[src/design/rate_monotonic_tick_scheduler_unit_assert.svh]
// ----------------------------------------------------------------------------
// Rate-monotonic tick scheduler assertion macros
// Property wrappers shared by the scheduler RTL; empty in synthesis builds.
// ----------------------------------------------------------------------------
`ifndef RATE_MONOTONIC_TICK_SCHEDULER_UNIT_ASSERT_SVH
`define RATE_MONOTONIC_TICK_SCHEDULER_UNIT_ASSERT_SVH

`ifndef SYNTHESIS

// Same-cycle implication, disabled while reset is asserted
`define RMTS_ASSERT_IMPL(lbl, clk, rstn, ante, cons) \
    lbl: assert property (@(posedge clk) disable iff (!rstn) (ante) |-> (cons)) \
        else $error("rmts assertion failed");

// Next-cycle implication, disabled while reset is asserted
`define RMTS_ASSERT_NEXT(lbl, clk, rstn, ante, cons) \
    lbl: assert property (@(posedge clk) disable iff (!rstn) (ante) |=> (cons)) \
        else $error("rmts assertion failed");

`else

`define RMTS_ASSERT_IMPL(lbl, clk, rstn, ante, cons)
`define RMTS_ASSERT_NEXT(lbl, clk, rstn, ante, cons)

`endif

`endif

[src/design/rmts_pkg.sv]
// ----------------------------------------------------------------------------
// rmts_pkg
// Types and constants shared by the rate-monotonic tick scheduler.
// ----------------------------------------------------------------------------
`timescale 1ns / 1ps

package rmts_pkg;

    // Number of task slots in the register map and result masks
    localparam int SLOTS      = 4;
    localparam int TASK_IDX_W = 2;
    localparam int FIELD_W    = 16;
    localparam int MASK_W     = SLOTS;

    // Configuration port
    localparam int REG_IDX_W  = 3;
    localparam int CFG_DATA_W = 32;

    localparam logic [REG_IDX_W-1:0] REG_TASK0   = 3'd0;
    localparam logic [REG_IDX_W-1:0] REG_HORIZON = 3'd4;

    // Stream widths
    localparam int S_TDATA_W = 8;
    localparam int M_TDATA_W = 32;

    // One task timing register: period high, burst low
    typedef struct packed {
        logic [FIELD_W-1:0] period;
        logic [FIELD_W-1:0] burst;
    } timing_t;

    // Arbiter decision
    typedef struct packed {
        logic                  found;
        logic [TASK_IDX_W-1:0] best;
    } pick_t;

    // Result item, last field in the lowest bits
    typedef struct packed {
        logic [2:0]            pad;
        logic                  done_res;
        logic [MASK_W-1:0]     killed_mask;
        logic [MASK_W-1:0]     lost_mask;
        logic                  finished;
        logic                  idle;
        logic [TASK_IDX_W-1:0] running_task;
        logic [FIELD_W-1:0]    now;
    } result_t;

endpackage

[src/design/rmts_cfg.sv]
// ----------------------------------------------------------------------------
// rmts_cfg
// Configuration register file: per-task timing words and the horizon.
// ----------------------------------------------------------------------------
`timescale 1ns / 1ps

module rmts_cfg import rmts_pkg::*; #(
    parameter int TASKS = 4
) (
    input  logic                  aclk,
    input  logic                  aresetn,
    input  logic                  wr_en,
    input  logic [REG_IDX_W-1:0]  wr_index,
    input  logic [CFG_DATA_W-1:0] wr_data,
    output timing_t               timing [TASKS],
    output logic [FIELD_W-1:0]    horizon
);

    timing_t            timing_reg [TASKS];
    logic [FIELD_W-1:0] horizon_reg;

    // Register writes; indexes past the map are dropped
    always_ff @(posedge aclk) begin
        if (!aresetn) begin
            for (int i = 0; i < TASKS; i++) begin
                timing_reg[i] <= '0;
            end
            horizon_reg <= '0;
        end else if (wr_en) begin
            for (int i = 0; i < TASKS; i++) begin
                if (wr_index == REG_TASK0 + REG_IDX_W'(i)) begin
                    timing_reg[i] <= wr_data;
                end
            end
            if (wr_index == REG_HORIZON) begin
                horizon_reg <= wr_data[FIELD_W-1:0];
            end
        end
    end

    assign timing  = timing_reg;
    assign horizon = horizon_reg;

endmodule

[src/design/rmts_pick.sv]
// ----------------------------------------------------------------------------
// rmts_pick
// Rate-monotonic arbiter: shortest period among pending tasks, lower index
// wins a tie.
// ----------------------------------------------------------------------------
`timescale 1ns / 1ps

module rmts_pick import rmts_pkg::*; #(
    parameter int TASKS = 4
) (
    input  timing_t          timing [TASKS],
    input  logic [TASKS-1:0] cand,
    output pick_t            pick
);

    logic [FIELD_W-1:0]    best_period;
    logic [TASK_IDX_W-1:0] best_idx;
    logic                  found;

    // Linear scan, strict compare keeps the lower index on a tie
    always_comb begin
        found       = 1'b0;
        best_idx    = '0;
        best_period = '0;
        for (int i = 0; i < TASKS; i++) begin
            if (cand[i] && (!found || timing[i].period < best_period)) begin
                found       = 1'b1;
                best_idx    = TASK_IDX_W'(i);
                best_period = timing[i].period;
            end
        end
        pick.found = found;
        pick.best  = best_idx;
    end

endmodule

[src/design/rate_monotonic_tick_scheduler_unit.sv]
// Rate-monotonic tick scheduler. Each input item is one time tick (s_tdata[0]
// set restarts at time zero) and yields exactly one result item. An item is
// taken into an input register and its result lands in the output register at
// the next clock edge unless the output is stalled, from where it is taken
// downstream; the unit takes a new item every cycle while the output is not
// stalled, the whole tick (release, shortest-period pick, countdown, kill
// check) being one pass of logic between those two registers. Configuration
// writes are taken in any cycle (cfg_ready is always high) and must only occur
// while no tick is in flight.
// ----------------------------------------------------------------------------
// rate_monotonic_tick_scheduler_unit
// Top level: stream handshake, scheduler state and per-tick update.
// ----------------------------------------------------------------------------
`timescale 1ns / 1ps

`include "rate_monotonic_tick_scheduler_unit_assert.svh"

module rate_monotonic_tick_scheduler_unit import rmts_pkg::*; #(
    parameter int TASKS     = 4,
    parameter int TIME_BITS = 16
) (
    input  logic                  aclk,
    input  logic                  aresetn,
    // Configuration write channel
    input  logic                  cfg_valid,
    output logic                  cfg_ready,
    input  logic [REG_IDX_W-1:0]  cfg_index,
    input  logic [CFG_DATA_W-1:0] cfg_data,
    // Tick input
    input  logic                  s_tvalid,
    output logic                  s_tready,
    input  logic [S_TDATA_W-1:0]  s_tdata,   // [0] restart, [7:1] zero
    // Result output
    output logic                  m_tvalid,
    input  logic                  m_tready,
    output logic [M_TDATA_W-1:0]  m_tdata    // [15:0] now, [17:16] running_task,
                                             // [18] idle, [19] finished,
                                             // [23:20] lost_mask,
                                             // [27:24] killed_mask,
                                             // [28] done_res, [31:29] zero
);

    // Compare width covers both the time counter and the 16-bit horizon
    localparam int CW = (TIME_BITS > FIELD_W) ? TIME_BITS : FIELD_W;
    localparam logic [CW-1:0] TIME_MAX = CW'((64'd1 << TIME_BITS) - 64'd1);

    timing_t            timing [TASKS];
    logic [FIELD_W-1:0] horizon;

    // Scheduler state
    logic [TIME_BITS-1:0] time_reg;
    logic [FIELD_W-1:0]   rem_reg   [TASKS];
    logic [FIELD_W-1:0]   phase_reg [TASKS];

    // Pipeline registers
    logic    in_valid_reg;
    logic    restart_reg;
    logic    m_valid_reg;
    result_t m_data_reg;

    logic advance;
    logic fire;

    // Per-tick working values
    logic [CW-1:0]        now_ext;
    logic [CW-1:0]        hz_ext;
    logic [CW-1:0]        limit;
    logic                 at_limit;
    logic [TIME_BITS-1:0] time_next;
    logic                 end_now;
    logic [TASKS-1:0]     en;
    logic [TASKS-1:0]     cand;
    logic [FIELD_W-1:0]   rem_rel    [TASKS];
    logic [FIELD_W-1:0]   rem_next   [TASKS];
    logic [FIELD_W-1:0]   phase_next [TASKS];
    logic [MASK_W-1:0]    lost_v;
    logic [MASK_W-1:0]    killed_v;
    logic                 fin;
    pick_t                pk;
    result_t              res;

    // Configuration registers
    assign cfg_ready = 1'b1;

    rmts_cfg #(.TASKS(TASKS)) u_cfg (
        .aclk     (aclk),
        .aresetn  (aresetn),
        .wr_en    (cfg_valid && cfg_ready),
        .wr_index (cfg_index),
        .wr_data  (cfg_data),
        .timing   (timing),
        .horizon  (horizon)
    );

    // Handshake: the input register refills whenever the result slot frees
    assign advance  = !m_valid_reg || m_tready;
    assign fire     = in_valid_reg && advance;
    assign s_tready = !in_valid_reg || advance;
    assign m_tvalid = m_valid_reg;
    assign m_tdata  = m_data_reg;

    // Horizon check, clipped to the counter range
    always_comb begin
        now_ext   = CW'(time_reg);
        hz_ext    = CW'(horizon);
        limit     = (hz_ext > TIME_MAX) ? TIME_MAX : hz_ext;
        at_limit  = now_ext >= limit;
        time_next = time_reg + 1'b1;
        end_now   = CW'(time_next) >= limit;
    end

    // Releases: reload burst, restart countdown, flag a replaced job
    always_comb begin
        lost_v = '0;
        for (int i = 0; i < TASKS; i++) begin
            en[i]         = timing[i].period != '0;
            rem_rel[i]    = rem_reg[i];
            phase_next[i] = phase_reg[i];
            if (en[i]) begin
                if (phase_reg[i] == '0) begin
                    lost_v[i]     = rem_reg[i] != '0;
                    rem_rel[i]    = timing[i].burst;
                    phase_next[i] = timing[i].period - 1'b1;
                end else begin
                    phase_next[i] = phase_reg[i] - 1'b1;
                end
            end
            cand[i] = en[i] && (rem_rel[i] != '0);
        end
    end

    rmts_pick #(.TASKS(TASKS)) u_pick (
        .timing (timing),
        .cand   (cand),
        .pick   (pk)
    );

    // Run the chosen job one unit, then kill leftovers at the horizon
    always_comb begin
        fin      = 1'b0;
        killed_v = '0;
        for (int i = 0; i < TASKS; i++) begin
            rem_next[i] = rem_rel[i];
            if (pk.found && pk.best == TASK_IDX_W'(i)) begin
                rem_next[i] = rem_rel[i] - 1'b1;
                fin         = rem_rel[i] == FIELD_W'(1);
            end
            if (end_now) begin
                killed_v[i] = rem_next[i] != '0;
                rem_next[i] = '0;
            end
        end
    end

    // Result item
    always_comb begin
        res      = '0;
        res.idle = 1'b1;
        if (!restart_reg) begin
            res.now = FIELD_W'(now_ext);
            if (at_limit) begin
                res.done_res = 1'b1;
            end else begin
                res.running_task = pk.found ? pk.best : '0;
                res.idle         = !pk.found;
                res.finished     = fin;
                res.lost_mask    = lost_v;
                res.killed_mask  = killed_v;
            end
        end
    end

    // Pipeline control
    always_ff @(posedge aclk) begin
        if (!aresetn) begin
            in_valid_reg <= 1'b0;
            m_valid_reg  <= 1'b0;
        end else begin
            if (s_tvalid && s_tready) begin
                in_valid_reg <= 1'b1;
            end else if (fire) begin
                in_valid_reg <= 1'b0;
            end
            if (advance) begin
                m_valid_reg <= in_valid_reg;
            end
        end
    end

    // Payload registers
    always_ff @(posedge aclk) begin
        if (s_tvalid && s_tready) begin
            restart_reg <= s_tdata[0];
        end
        if (fire) begin
            m_data_reg <= res;
        end
    end

    // Scheduler state update, once per tick
    always_ff @(posedge aclk) begin
        if (!aresetn) begin
            time_reg <= '0;
            for (int i = 0; i < TASKS; i++) begin
                rem_reg[i]   <= '0;
                phase_reg[i] <= '0;
            end
        end else if (fire) begin
            if (restart_reg) begin
                time_reg <= '0;
                for (int i = 0; i < TASKS; i++) begin
                    rem_reg[i]   <= '0;
                    phase_reg[i] <= '0;
                end
            end else if (!at_limit) begin
                time_reg <= time_next;
                for (int i = 0; i < TASKS; i++) begin
                    rem_reg[i]   <= rem_next[i];
                    phase_reg[i] <= phase_next[i];
                end
            end
        end
    end

    // Checks
    `RMTS_ASSERT_NEXT(a_time_step, aclk, aresetn, fire && !restart_reg && !at_limit, time_reg == $past(time_reg) + 1'b1)
    `RMTS_ASSERT_NEXT(a_hold_item, aclk, aresetn, in_valid_reg && !advance, in_valid_reg)
    `RMTS_ASSERT_IMPL(a_done_quiet, aclk, aresetn, m_valid_reg && m_data_reg.done_res, m_data_reg.idle && m_data_reg.lost_mask == '0 && m_data_reg.killed_mask == '0)

endmodule
[config.mk]
export PLATFORM = sky130hd
export DESIGN_NAME = rate_monotonic_tick_scheduler_unit
export DESIGN_NICKNAME = d
export VERILOG_FILES = /design/src/design/rmts_pkg.sv /design/src/design/rmts_cfg.sv /design/src/design/rmts_pick.sv /design/src/design/rate_monotonic_tick_scheduler_unit.sv
export VERILOG_INCLUDE_DIRS = /design/src /design/src/design
export SDC_FILE = /design/constraint.sdc
export NUM_CORES = 1
export LEC_CHECK = 0
export BUFFER_PORTS_ARGS = -buffer_cell sky130_fd_sc_hd__buf_2
export CORE_ASPECT_RATIO = 1.2
export CORE_UTILIZATION = 60
export CTS_CLUSTER_DIAMETER = 30
export CTS_CLUSTER_SIZE = 30
export DETAILED_ROUTE_END_ITERATION = 10
export PLACE_DENSITY = 0.74
export SYNTH_ARGS = -nofsm -noshare
export SYNTH_HDL_FRONTEND = slang
export SYNTH_SLANG_ARGS = --single-unit
[constraint.sdc]
create_clock -name aclk -period 15.1 [get_ports aclk]
set_clock_uncertainty 0.15 [all_clocks]
set_input_delay 1.51 -clock aclk [delete_from_list [all_inputs] [get_ports aclk]]
set_output_delay 1.51 -clock aclk [all_outputs]
set_load 0.01 [all_outputs]
==> results.py <==
metrics = {
    "run_status": {
        "outcome": "finished clean",
    },
    "floorplan": {
        "die_height_um": 199.9,
        "io_pins": 83,
        "core_mm2": 0.03216,
        "dieArea_mm2": 0.03335,
        "initial_core_util_pct": 60.87,
        "fp.dieW_um": 166.9,
        "fp-row-count": 72,
    },
    "synthesis": {
        "synth_area_leaders": "dfxtp_1 20%, edfxtp_1 19%, nand2_1 7.9%",
        "ys.flop_type": "dfxtp_1",
        "syn_avg_cell_area_um2": 8.287,
        "yosys.area.top_type": "dfxtp_1",
        "ys.warnings.count": 0,
        "netlist_area_mm2": 0.01958,
        "synth.yosys.seq_area_share_pct": 39.17,
        "ys_ff_latch": 320,
        "postSynthCellCount": 2362,
        "yosys.area.top_type_share_pct": 19.84,
        "synth_edf_count": 126,
        "ys_types": 87,
        "async_flop_share_pct": 0,
    },
    "power": {
        "powerDensity_mw_per_mm2": 130.7,
        "power.total_mw": 2.949,
        "ir_drop_v": 0.0001032,
        "leakage_nw": 8.871,
    },
    "final_layout": {
        "instances_no_fill": 2872,
        "fin_util_pct": 70.17,
        "diodes": 0,
        "postLayoutCellArea_mm2": 0.02257,
        "final_layout_size_suffix_gt1_share_pct": 10.71,
        "syn2layout_area_growth_pct": 15.28,
        "fin_nets": 2550,
        "largest_reg_flops": 128,
    },
    "clocking": {
        "clk_latency_ns": 0.58,
        "clkTransAtPathRegs_ns": 0.05,
        "cts_resized": 0,
        "root_buffer": "clkbuf_16",
        "cts_tree": "done",
        "clock_path_buffers": 3,
        "cts_sinks": 320,
        "cts_setup_buffers": 0,
        "htreeDepth": 3,
        "ctsHoldBuffers": 0,
        "cts_buffers": 68,
    },
    "placement": {
        "dp_hpwl_um": 39710,
        "post_dp_cell_area_mm2": 0.02018,
        "placedCellCount": 2746,
        "port_buffers": 71,
        "gp_congestion": 0.9455,
    },
    "detailed_routing": {
        "route.detailed.drc": 0,
        "ant_nets": 0,
        "num_vias": 18110,
        "avgRoutedWirePerCell_um": 20.14,
        "via_per_inst": 6.305,
        "drt-initial-drc-count": 1791,
        "drtPass1Iterations": 5,
        "wl_um": 57850,
    },
    "sta": {
        "finalCriticalPeriod_ns": 13.69,
        "timing.slew.headroom_pct": 14.48,
        "fin_setup_tns_ns": 0,
        "slew_viol_final": 0,
        "fin_crit_sh_pct": 90.69,
        "max_freq_ghz": 0.07302,
        "grt_setup_unrepaired": "no",
        "tightest_slew_ns": 1.250,
        "hold_viol": 0,
        "setup_viol": 0,
    },
    "global_routing": {
        "grt_pass1_vias": 16940,
        "grt.total_usage_pct": 34.37,
        "grt_antenna_before_repair": 1,
        "grt_pass1_wl_um": 90410,
        "grt-ovfl-total": 0,
        "grt_max_degree": 87,
    },
    "setup_path": {
        "cp_num_buf_inv": 3,
        "start_kind": "flop",
        "cp_common_cell": "nand2_1",
        "crit_slowest_cell": "and2_1",
        "critPathCaptureType": "flop",
        "crit_arrival_ns": 13.78,
        "required_ns": 15.19,
        "cpPeakStageDelay_ns": 0.85,
        "critPathKind": "flop to flop",
        "crit_family": "simple AND/OR/NAND/NOR gates",
        "worstPathMaxFanout": 40,
    },
    "run": {
        "drv_cap": 0,
    },
    "hold_path": {
        "hold_class": "flop to flop",
    },
}
## worst paths after layout
path                           from                end  slack [ns]  cells after the start
setup / recovery  u_cfg.timing[120]        m_tdata[26]        1.41                     42
hold / removal    u_cfg.horizon[15]  u_cfg.horizon[15]        0.30                      2
setup reg to reg  u_cfg.timing[120]        m_tdata[26]        1.41                     42
hold reg to reg   u_cfg.horizon[15]  u_cfg.horizon[15]        0.30                      2
## power by group
| group | total [mW] | internal, mW | switching [mW] |
|---|---|---|---|
| registers | 0.964 | 0.932 | 0.0313 |
| clock network | 1.53 | 1.03 | 0.506 |
| logic | 0.451 | 0.152 | 0.299 |
| total | 2.95 | 2.11 | 0.836 |
## worst min-delay path, stage by stage (launching register included)
cell and delay, ns:
dfxtp_1 0.30, nand2_1 0.05, a21oi_1 0.05
## cells in the mapped netlist, drive strengths merged, types with 12 or more instances
cell    number
nor2b       23
a22o        14
edfxtp     126
nand3       59
nand4       30
o31ai       12
or3         19
a22oi       24
dfxtp      194
ha          93
nor4        78
mux2        14
nand2b      13
xor2        55
nand2      411
inv         51
a21oi      274
mux2i       68
clkbuf      99
and2        20
buf         25
xnor2       74
a31oi       15
nor3        47
nor2       267
or4         13
o21ai       65
and3        33
## layout make-up
type | instances | area [um^2]
multi-input cells | 1869 | 11240
fillers | 2573 | 9594
flip-flops and latches | 320 | 7667
clock buffers | 84 | 1918
repair buffers | 99 | 565.5
well taps | 407 | 509.2
clock inverters | 42 | 471.7
inverters | 51 | 193.9
## routing by layer
metal | wire length, um | vias up | part of all wire, % | track usage [%]
met3 | 3960 | 160 | 6.8 | 4.692
met5 | 9 | - | 0.016 | 0
met4 | 2468 | 2 | 4.3 | 17.63
met1 | 23520 | 8607 | 41 | 42.63
met2 | 27880 | 772 | 48 | 58.78
li1 | - | 8567 | - | -
## layout by cell type (no fill, tap or decap), types with 50 or more instances in the layout
cell type  instances
nor2_1           264
nand2_1          411
a21oi_1          274
o21ai_0           63
clkbuf_16         73
ha_1              93
xnor2_1           74
edfxtp_1         126
mux2i_1           68
nor4_1            74
inv_1             50
dfxtp_1          194
nand3_1           58
buf_2             71
xor2_1            55
## stage by stage
stage / hold WS (ns) / worst slack, ns
after floorplan: 0.2838 / 4.848
after global placement: 0.2952 / 2.065
after detailed placement: 0.2996 / 1.853
after CTS: 0.3033 / 1.803
after global routing: 0.3202 / 0.7263
final: 0.3039 / 1.406
## cells by family (layout without fill, tap and decap cells)
group                    count (synthesis)  count (layout)  share of synthesized area [%]
buffers and inverters                  175             276                          3.560
multiplexers                            82              82                          4.282
flip-flops                             320             320                          39.17
XOR/XNOR                               129             129                          5.772
AO/OA/AOI/OAI                          502             502                          15.59
AND/OR/NAND/NOR                       1059            1059                          25.64
other                                    2               4                        0.03837
adder cells (fa/ha/maj)                 93              93                          5.944
Power figures use the tool's default switching activity.
